<file path="src/hdl/qats_pkg.sv">
`default_nettype none
package qats_pkg;

	localparam int QDEPTH  = 4;
	localparam int QAW     = $clog2(QDEPTH);
	localparam int RUN_MAX = 3;
	localparam int RIW     = 2;

	localparam logic [7:0] CH_QUOTE     = 8'h22;
	localparam logic [7:0] CH_BACKSLASH = 8'h5C;
	localparam logic [7:0] CH_TAB       = 8'h09;
	localparam logic [7:0] CH_CR        = 8'h0D;
	localparam logic [7:0] CH_SPACE     = 8'h20;

	typedef struct packed {
		logic [7:0] tb;
		logic       te;
	} res_t;

	typedef struct packed {
		logic [RIW-1:0]            count;
		res_t [RUN_MAX-1:0]        res;
	} run_t;

	typedef struct packed {
		logic full;
		logic empty;
	} qstat_t;

	function automatic logic is_sep(input logic [7:0] c);
		return ((c >= CH_TAB) && (c <= CH_CR)) || (c == CH_SPACE);
	endfunction

endpackage
`default_nettype wire

</file>
<file path="src/hdl/quote_aware_token_splitter.sv">
// Quote-aware token splitter.
// Input channel: in_valid / in_stall with in_byte and end_of_text, one text
// byte per beat; end_of_text marks the final byte of a text.
// Output channel: out_valid / out_stall with token_byte, token_end and
// last_of_run. Each input byte gives zero to three output beats; token_end
// beats carry token_byte 0, and last_of_run flags the final beat of a byte.
// A byte's beats are registered in the queue and offered from its head once
// earlier beats drain. Throughput: one byte per cycle while each byte gives
// at most one beat and out_stall is low; a byte giving more beats holds the
// output side until all are taken. The front end classifies a byte in its
// accepting cycle and writes its beats into a four-entry queue, so input is
// taken while earlier beats wait to drain. in_stall rises only when that
// queue is full. A stalled receiver sees the offered beat hold until taken.
// Reset clears the quote, token and backslash state and empties the queue;
// end_of_text also returns that state to reset after its byte.
`default_nettype none
module quote_aware_token_splitter import qats_pkg::*; (
	input  wire logic       clk,
	input  wire logic       arst_n,
	input  wire logic       in_valid,
	output logic            in_stall,
	input  wire logic [7:0] in_byte,
	input  wire logic       end_of_text,
	output logic            out_valid,
	input  wire logic       out_stall,
	output logic [7:0]      token_byte,
	output logic            token_end,
	output logic            last_of_run
);

	logic   push, pop;
	run_t   push_run, head;
	qstat_t qstat;

	qats_front u_front (
		.clk         (clk),
		.arst_n      (arst_n),
		.in_valid    (in_valid),
		.in_stall    (in_stall),
		.in_byte     (in_byte),
		.end_of_text (end_of_text),
		.push        (push),
		.push_run    (push_run),
		.qstat       (qstat)
	);

	qats_queue u_queue (
		.clk      (clk),
		.arst_n   (arst_n),
		.push     (push),
		.push_run (push_run),
		.pop      (pop),
		.head     (head),
		.qstat    (qstat)
	);

	qats_back u_back (
		.clk         (clk),
		.arst_n      (arst_n),
		.head        (head),
		.qstat       (qstat),
		.pop         (pop),
		.out_valid   (out_valid),
		.out_stall   (out_stall),
		.token_byte  (token_byte),
		.token_end   (token_end),
		.last_of_run (last_of_run)
	);

endmodule
`default_nettype wire

</file>
<file path="src/hdl/qats_front.sv">
`default_nettype none
module qats_front import qats_pkg::*; (
	input  wire logic       clk,
	input  wire logic       arst_n,
	input  wire logic       in_valid,
	output logic            in_stall,
	input  wire logic [7:0] in_byte,
	input  wire logic       end_of_text,
	output logic            push,
	output run_t            push_run,
	input  wire qstat_t     qstat
);

	logic           iq_q, thb_q, bp_q;
	logic           iq_d, thb_d, bp_d;
	logic           handled;
	logic [RIW-1:0] n;
	run_t           run;
	logic           take;

	assign in_stall = qstat.full;
	assign take     = in_valid && !qstat.full;
	assign push     = take && (run.count != '0);
	assign push_run = run;

	always_comb begin
		run     = '0;
		n       = '0;
		handled = 1'b0;
		iq_d    = iq_q;
		thb_d   = thb_q;
		bp_d    = bp_q;
		if (bp_q) begin
			bp_d = 1'b0;
			thb_d = 1'b1;
			if (in_byte == CH_QUOTE) begin
				run.res[n] = '{tb: CH_QUOTE, te: 1'b0};
				handled = 1'b1;
			end else begin
				run.res[n] = '{tb: CH_BACKSLASH, te: 1'b0};
			end
			n = n + RIW'(1);
		end
		if (!handled) begin
			if (in_byte == CH_QUOTE) begin
				iq_d = !iq_q;
			end else if (in_byte == CH_BACKSLASH) begin
				if (end_of_text) begin
					run.res[n] = '{tb: CH_BACKSLASH, te: 1'b0};
					n = n + RIW'(1);
					thb_d = 1'b1;
				end else begin
					bp_d = 1'b1;
				end
			end else if (is_sep(in_byte) && !iq_q) begin
				if (thb_d) begin
					run.res[n] = '{tb: 8'h00, te: 1'b1};
					n = n + RIW'(1);
					thb_d = 1'b0;
				end
			end else begin
				run.res[n] = '{tb: in_byte, te: 1'b0};
				n = n + RIW'(1);
				thb_d = 1'b1;
			end
		end
		if (end_of_text) begin
			if (thb_d) begin
				run.res[n] = '{tb: 8'h00, te: 1'b1};
				n = n + RIW'(1);
			end
			iq_d  = 1'b0;
			thb_d = 1'b0;
			bp_d  = 1'b0;
		end
		run.count = n;
	end

	always_ff @(posedge clk or negedge arst_n) begin
		if (!arst_n) begin
			iq_q  <= 1'b0;
			thb_q <= 1'b0;
			bp_q  <= 1'b0;
		end else if (take) begin
			iq_q  <= iq_d;
			thb_q <= thb_d;
			bp_q  <= bp_d;
		end
	end

endmodule
`default_nettype wire

</file>
<file path="src/hdl/qats_queue.sv">
`default_nettype none
module qats_queue import qats_pkg::*; (
	input  wire logic clk,
	input  wire logic arst_n,
	input  wire logic push,
	input  wire run_t push_run,
	input  wire logic pop,
	output run_t      head,
	output qstat_t    qstat
);

	run_t           mem_q [QDEPTH];
	logic [QAW-1:0] wptr_q, rptr_q;
	logic [QAW:0]   cnt_q;

	assign qstat.full  = (cnt_q == (QAW+1)'(QDEPTH));
	assign qstat.empty = (cnt_q == '0);
	assign head        = mem_q[rptr_q];

	always_ff @(posedge clk) begin
		if (push) begin
			mem_q[wptr_q] <= push_run;
		end
	end

	always_ff @(posedge clk or negedge arst_n) begin
		if (!arst_n) begin
			wptr_q <= '0;
			rptr_q <= '0;
			cnt_q  <= '0;
		end else begin
			if (push) begin
				wptr_q <= wptr_q + QAW'(1);
			end
			if (pop) begin
				rptr_q <= rptr_q + QAW'(1);
			end
			case ({push, pop})
				2'b10: begin
					cnt_q <= cnt_q + (QAW+1)'(1);
				end
				2'b01: begin
					cnt_q <= cnt_q - (QAW+1)'(1);
				end
				default: begin
					cnt_q <= cnt_q;
				end
			endcase
		end
	end

endmodule
`default_nettype wire

</file>
<file path="src/hdl/qats_back.sv">
`default_nettype none
module qats_back import qats_pkg::*; (
	input  wire logic       clk,
	input  wire logic       arst_n,
	input  wire run_t       head,
	input  wire qstat_t     qstat,
	output logic            pop,
	output logic            out_valid,
	input  wire logic       out_stall,
	output logic [7:0]      token_byte,
	output logic            token_end,
	output logic            last_of_run
);

	logic [RIW-1:0] idx_q;
	logic           beat;

	assign out_valid   = !qstat.empty;
	assign token_byte  = head.res[idx_q].tb;
	assign token_end   = head.res[idx_q].te;
	assign last_of_run = (idx_q == (head.count - RIW'(1)));
	assign beat        = out_valid && !out_stall;
	assign pop         = beat && last_of_run;

	always_ff @(posedge clk or negedge arst_n) begin
		if (!arst_n) begin
			idx_q <= '0;
		end else if (beat) begin
			idx_q <= last_of_run ? '0 : idx_q + RIW'(1);
		end
	end

endmodule
`default_nettype wire

</file>
<file path="config.mk">
export PLATFORM = sky130hd
export DESIGN_NAME = quote_aware_token_splitter
export DESIGN_NICKNAME = d
export VERILOG_FILES = /design/src/hdl/qats_pkg.sv /design/src/hdl/quote_aware_token_splitter.sv /design/src/hdl/qats_front.sv /design/src/hdl/qats_queue.sv /design/src/hdl/qats_back.sv
export SDC_FILE = /design/constraint.sdc
export NUM_CORES = 1
export LEC_CHECK = 0
export ABC_AREA = 0
export BUFFER_PORTS_ARGS = -buffer_cell sky130_fd_sc_hd__buf_2
export CAP_MARGIN = 20
export CORE_ASPECT_RATIO = 0.5
export CORE_MARGIN = 8
export CORE_UTILIZATION = 30
export CTS_BUF_LIST = sky130_fd_sc_hd__clkbuf_8
export DETAILED_ROUTE_END_ITERATION = 12
export GPL_TIMING_DRIVEN = 0
export SETUP_SLACK_MARGIN = 0.4
export SLEW_MARGIN = 20
export SYNTH_ARGS = -nofsm -noshare
export SYNTH_HDL_FRONTEND = slang
export SYNTH_SLANG_ARGS = --single-unit
</file>
<file path="constraint.sdc">
create_clock -name clk -period 2.87 [get_ports clk]
set_clock_uncertainty 0.2 [all_clocks]
set_input_delay 0.287 -clock clk [delete_from_list [all_inputs] [get_ports clk]]
set_output_delay 0.287 -clock clk [all_outputs]
set_load 0.005 [all_outputs]
</file>
* Word-level counts from Yosys, hierarchy flattened
Memories as Yosys holds them, arrays and structs flattened.
Cells that the tools add are included.
Widths: inputs -> output; s select.
** Cells by class
- Eq/ne operators :: 8
- Add/subtract/negate cells :: 8
- Muxes and demuxes :: 46
- Bitwise gates (word level) :: 9
- Reductions and logical operators :: 18
- $lt $le $gt $ge :: 7
** Operators by type and width (number)
- $mux 27 :: 8
- $not 24->24 :: 2
- $demux 9 s2 :: 2
- $mux 9 :: 4
- $bwmux 27 :: 1
- $and 24x24->24 :: 1
- $and 8x24->24 :: 1
- $mux 1 :: 19
- $bmux 9 s2 :: 1
- $mux 2 :: 9
- $eq 8x6->1 const B :: 2
- $and 5x15->15 :: 1
- $not 15->15 :: 1
- $or 4x12->12 :: 1
- $add 2x1->2 const B :: 4
- $eq 8x7->1 const B :: 1
- $ge 8x4->1 const B :: 1
- $le 8x4->1 const B :: 1
- $logic_and 1x1->1 :: 8
- $mux 8 :: 1
- $lt 2x3->1 const B :: 2
- $pmux 3 s2 :: 1
- $reduce_bool 2->1 :: 3
- $logic_not 1->1 :: 4
- 17 further kinds :: 17
** Word-level totals
- Word-level logic and storage cells :: 104
- Memories kept :: 1
- Register bits after elaboration :: 12
- Memory bits (writable) :: 116
- Bits of input ports :: 13
- Output and inout bits :: 12
** Memory list
- u_queue.mem_q :: words 4, width 29, rd ports 1, clocked after Yosys merged registers in 0, wr ports 1, line qats_queue.sv:12 : run_t mem_q [QDEPTH];

* Logic depth before layout (Yosys ltp)
- Word-level depth :: 16
- Mapped depth :: 14
- Gate-level depth less buffers :: 14

* Hierarchy
Synthesis repeated with hierarchy kept, for this count alone.
** Second synthesis, totals
- Cells, all modules :: 349
- Area total of the unflattened synthesis :: 5740.5 µm²
** By module, submodules not included
- qats_queue :: area each 4581.9 µm², seq. area each 3658.5 µm², cells each 188, times used 1
- qats_front :: area each 808.3 µm², seq. area each 75.1 µm², cells each 113, times used 1
- qats_back :: area each 350.3 µm², seq. area each 50.0 µm², cells each 48, times used 1

* Worst setup path before layout
No wires, ideal clock.
- Kind :: input port to flip-flop
- Start :: input in_byte[3]
- End :: register u_queue.cnt_q[2]
- Path buffers :: 0
- Required time :: 2591 ps
- Slack :: -244 ps
- Stages on the path :: 14
- Arrival :: 2834 ps
- Library setup time :: 79 ps
- Cell sequence :: nor4b_4 -> o21bai_2 -> a211oi_1 -> o31a_4 -> ha_1 -> nor3_2 -> a211oi_4 -> inv_1 -> ha_1 -> inv_1 -> fa_1 -> xor2_1 -> nor2_1 -> xor2_1
** Between the ends
- Word-level cells in the longest chain between the ends :: 15
- Elaborated cells between the ends (all ways) :: 27
- Those cells by class :: add/sub: 1; order compare: 2; eq/ne: 5; mux: 13; reduce/logical: 6
** RTL lines
- from (decl) :: line quote_aware_token_splitter.sv:22 : input wire logic [7:0] in_byte,
- $ge 8x4->1 or $le 8x4->1 (tied branches) :: line qats_pkg.sv:31 : return ((c >= CH_TAB) && (c <= CH_CR)) || (c == CH_SPACE);
- $logic_and 1x1->1 :: line qats_pkg.sv:31
- $logic_or 1x1->1 :: line qats_pkg.sv:31
- $logic_and 1x1->1 :: line qats_front.sv:55 : end else if (is_sep(in_byte) && !iq_q) begin
- $mux 2 :: line qats_front.sv:55
- $mux 2 :: line qats_front.sv:47 : end else if (in_byte == CH_BACKSLASH) begin
- $mux 2 :: line qats_front.sv:45 : if (in_byte == CH_QUOTE) begin
- $mux 2 :: line qats_front.sv:44 : if (!handled) begin
- $add 2x1->2 :: line qats_front.sv:70 : n = n + RIW'(1);
- $mux 2 :: line qats_front.sv:68 : if (thb_d) begin
- $mux 2 (*) :: line qats_front.sv:67 : if (end_of_text) begin
- $reduce_bool 2->1 (*) :: line qats_front.sv:23 : assign push = take && (run.count != '0);
- $logic_and 1x1->1 (*) :: line qats_front.sv:23
- $eq 2x1->1 or $eq 2x2->1 (tied branches) :: line qats_queue.sv:38 : case ({push, pop})
- $pmux 3 s2 or $reduce_bool 2->1 (tied branches)
- to (signal assigned) :: line qats_queue.sv:40 : cnt_q <= cnt_q + (QAW+1)'(1);
- to (signal assigned) :: line qats_queue.sv:43 : cnt_q <= cnt_q - (QAW+1)'(1);
- to (signal assigned) :: line qats_queue.sv:46 : cnt_q <= cnt_q;
- to (decl) :: line qats_queue.sv:14 : logic [QAW:0] cnt_q;
Mark *: on every way between the ends. The rest lies on a longest branch, timed or not.
A chain may end at the register's enable or synchronous reset.

* Worst setup path after layout
- Start :: register u_queue.rptr_q[0]
- End :: register u_queue.cnt_q[2]
** Between the ends
- Word-level cells in the longest chain between the ends :: 6
- Elaborated cells between the ends (all ways) :: 8
- Those cells by class :: add/sub: 1; eq/ne: 3; mux: 1; reduce/logical: 2; memory: 1
** RTL lines
- from (decl) :: line qats_queue.sv:13 : logic [QAW-1:0] wptr_q, rptr_q;
- from (signal assigned) :: line qats_queue.sv:36 : rptr_q <= rptr_q + QAW'(1);
- $mem_v2 4x29 (*)
- $sub 2x1->2 (*) :: line qats_back.sv:21 : assign last_of_run = (idx_q == (head.count - RIW'(1)));
- $eq 2x2->1 (*) :: line qats_back.sv:21
- $logic_and 1x1->1 (*) :: line qats_back.sv:23 : assign pop = beat && last_of_run;
- via pop :: line quote_aware_token_splitter.sv:31 : logic push, pop;
- $eq 2x1->1 or $eq 2x2->1 (tied branches) :: line qats_queue.sv:38
- $pmux 3 s2 or $reduce_bool 2->1 (tied branches)
Mark *: on every way through the listed nets, which the timed path passes. The rest lies on a longest branch.

==> flow_summary.json <==
{
  "synth_cell_types": 52,
  "power-per-cell-area_mw_per_mm2": 923,
  "ys_ff_latch": 96,
  "status": "finished clean",
  "gp_congestion": 0.817,
  "drtPass1Iterations": 4,
  "hold_path_class": "in -> reg",
  "cp-start-kind": "flip-flop",
  "drtAntennaViolNets": 0,
  "insertion_delay_ns": 0.36,
  "critPathTopFamily": "multiplexers",
  "nets": 364,
  "wl_mm": 10.5,
  "port_buffers": 24,
  "synth_area_per_cell_um2": 16.1,
  "ys_top_cells_by_area": "edfxtp_1, mux4_2, dfrtp_1",
  "n_antenna_cell": 0,
  "cp_num_buf_inv": 2,
  "pin_count": 25,
  "pre_cts_ws_ns": -0.541,
  "die_x_um": 187,
  "slowest_delay_ns": 0.53,
  "clk_path_buf_depth": 2,
  "maxCapViolCount": 0,
  "cp.required_ns": 2.96,
  "synthToLayoutAreaGrowth_pct": 26.8,
  "synth_top_area_share_pct": 57.6,
  "avgRoutedWirePerCell_um": 19.2,
  "ys.flop_type": "edfxtp_1",
  "p_leak_nw": 2.01,
  "worst-setup-path-type": "reg -> reg",
  "synth.cell_area_mm2": 0.00438,
  "hold_viol_final": 0,
  "period_share_pct": 99.2,
  "vias_per_cell": 4.84,
  "grt_usage_pct": 10.3,
  "clk_pin_slew_worst_paths_ns": 0.10,
  "fmax_mhz": 351,
  "grt_max_degree": 22,
  "vias": 2633,
  "p_total_mw": 5.12,
  "core-area_mm2": 0.0144,
  "rows": 31,
  "place_inst": 493,
  "crit_arrival_ns": 2.94,
  "synth_edf_count": 84,
  "clock-root-buffer": "clkbuf_8",
  "path_common_cell": "xor2_1",
  "period_minus_slack_ns": 2.85,
  "synth_area_leader_cell": "edfxtp_1",
  "setup_viol": 0,
  "grt_pass1_wl_mm": 14.9,
  "cpMaxStageDelayCell": "mux4_2",
  "ir_worst_vdd_mv": 0.291,
  "grt.overflow.total": 0,
  "start_util_pct": 30.5,
  "slew_headroom_pct": 65.2,
  "die_y_um": 101,
  "dieArea_mm2": 0.0189,
  "syn_nets": 294,
  "fin_util_pct": 38.6,
  "rsz0062_at_grt": "yes",
  "drv_slew": 0,
  "final_cells": 544,
  "hpwl_mm": 5.84,
  "grt_pass1_vias": 2604,
  "tritoncts": "built",
  "numCtsBuffers": 9,
  "drive_above_1_share_pct": 43.4,
  "yosys_warnings": 0,
  "crit_fanout": 3,
  "seq_area_frac_synth_pct": 64.5,
  "drtIter0Drc": 239,
  "syn_inst": 271,
  "synthArstFlopShare_pct": 12.5,
  "antenna_found_initial": 0,
  "timing.final.ws_setup_ns": 0.0223,
  "htreeDepth": 3,
  "remaining_drc_errors": 0,
  "cts_sinks": 96,
  "worst_pin_slew_ns": 0.517,
  "worstSetupEndpointType": "flip-flop",
  "path_cells": "buf_6 > mux4_2 > xnor2_2 > nand2_1 > o22ai_2 > and2_4 > ha_4 > inv_2 > fa_2 > xor2_1 > nor2_1 > xor2_1"
}
synth_stat cells, types with 3 or more instances:
cell and count:
nand2_1 10, nand2b_1 4, o21ai_0 6, edfxtp_1 84, xnor2_1 5, nor3_1 4
a21oi_1 9, ha_1 9, mux2i_1 10, buf_2 3, clkbuf_1 4, mux4_2 21
and3_1 8, xor2_1 3, nand3_1 4, nor2_1 19, and2_1 11, dfrtp_1 12
inv_1 7
worst paths after layout:
kind | from | end | slack, ns | depth (start not counted)
max | u_queue.rptr_q[0] | u_queue.cnt_q[2] | 0.02 | 12
min | out_stall | u_back.idx_q[1] | 0.08 | 4
max reg2reg | u_queue.rptr_q[0] | u_queue.cnt_q[2] | 0.02 | 12
min reg2reg | u_queue.cnt_q[0] | u_queue.cnt_q[0] | 0.31 | 1
max in group asynchronous | arst_n | u_front.thb_q | 2.07 | 2
min in group asynchronous | arst_n | u_back.idx_q[1] | 0.14 | 2
registers in the layout, indices dropped and copies added (netlist names):
| name | flops |
|---|---|
| u_queue.cnt_q | 3 |
| u_back.idx_q | 2 |
| u_front.iq_q | 1 |
| u_queue.mem_q | 84 |
| u_queue.rptr_q | 2 |
| u_front.bp_q | 1 |
| u_front.thb_q | 1 |
| u_queue.wptr_q | 2 |
per-layer routing:
layer,vias to the layer above,share of wire (%),GRT usage [%]
met1,1343,42,12.6
met3,12,7.5,2.34
met4,0,1.3,3.76
met5,-,0,0
li1,1199,-,-
met2,79,49,17.9
tightest hold or removal path, stage by stage:
cell and delay (ns):
buf_2 0.08, nor2b_1 0.05, o21ai_0 0.07, a22o_1 0.12
layout by cell type (no fill, tap or decap), types with 4 or more instances in the layout:
| cell | instances |
|---|---|
| buf_4 | 16 |
| nor2_1 | 18 |
| buf_6 | 6 |
| edfxtp_1 | 84 |
| ha_1 | 6 |
| dfrtp_1 | 11 |
| and3_1 | 6 |
| nand2_1 | 10 |
| mux4_2 | 21 |
| buf_2 | 24 |
| clkbuf_8 | 9 |
| mux2i_1 | 10 |
| nand3_1 | 4 |
| a21oi_1 | 9 |
| and2_4 | 17 |
| o21ai_0 | 5 |
| inv_1 | 5 |
| xnor2_1 | 4 |
layout make-up:
type	count	area, µm²
fillers	1343	8800
flip-flops and latches	96	2820
multi-input cells	168	1730
repair buffers	48	377
well taps	198	248
clock buffers	9	124
clock inverters	7	119
plain buffers	9	91.3
inverters	9	36.3
where the power goes:
part / internal [mW] / switching, mW
Combinational: 1.10 / 1.02
Clock: 0.580 / 0.465
Sequential: 1.85 / 0.114
stage by stage:
step                setup TNS [ns]  cell area, µm²  hold slack (ns)
finish                           0            5550           0.0810
global route                -0.116            5550           0.0994
detailed placement          -41.20            4790         -0.00635
floorplan                  -0.0655            4420           -0.209
CTS                        -0.0123            5330           0.0423
global placement            -39.21            4790         -0.00935
timing repair:
action,in CTS,in global routing
resized for setup,41,29
endpoints found under the setup margin,115,130
pin swaps,11,9
setup buffers,13,8
cloned,2,11
endpoints found under the hold margin,12,0
hold buffers,1,0
kinds of logic after synthesis:
family                     count (synthesis)  synth area share (%)
DFF                                       96                  64.5
and+or+nand+nor                           74                  9.84
muxes                                     33                  13.7
AOI/OAI and AO/OA                         32                  5.63
buffers and inverters                     18                  1.69
adders and majority gates                 10                  3.03
xor gates and xnor gates                   8                  1.60
No activity file was read; power rests on OpenSTA's default activity.
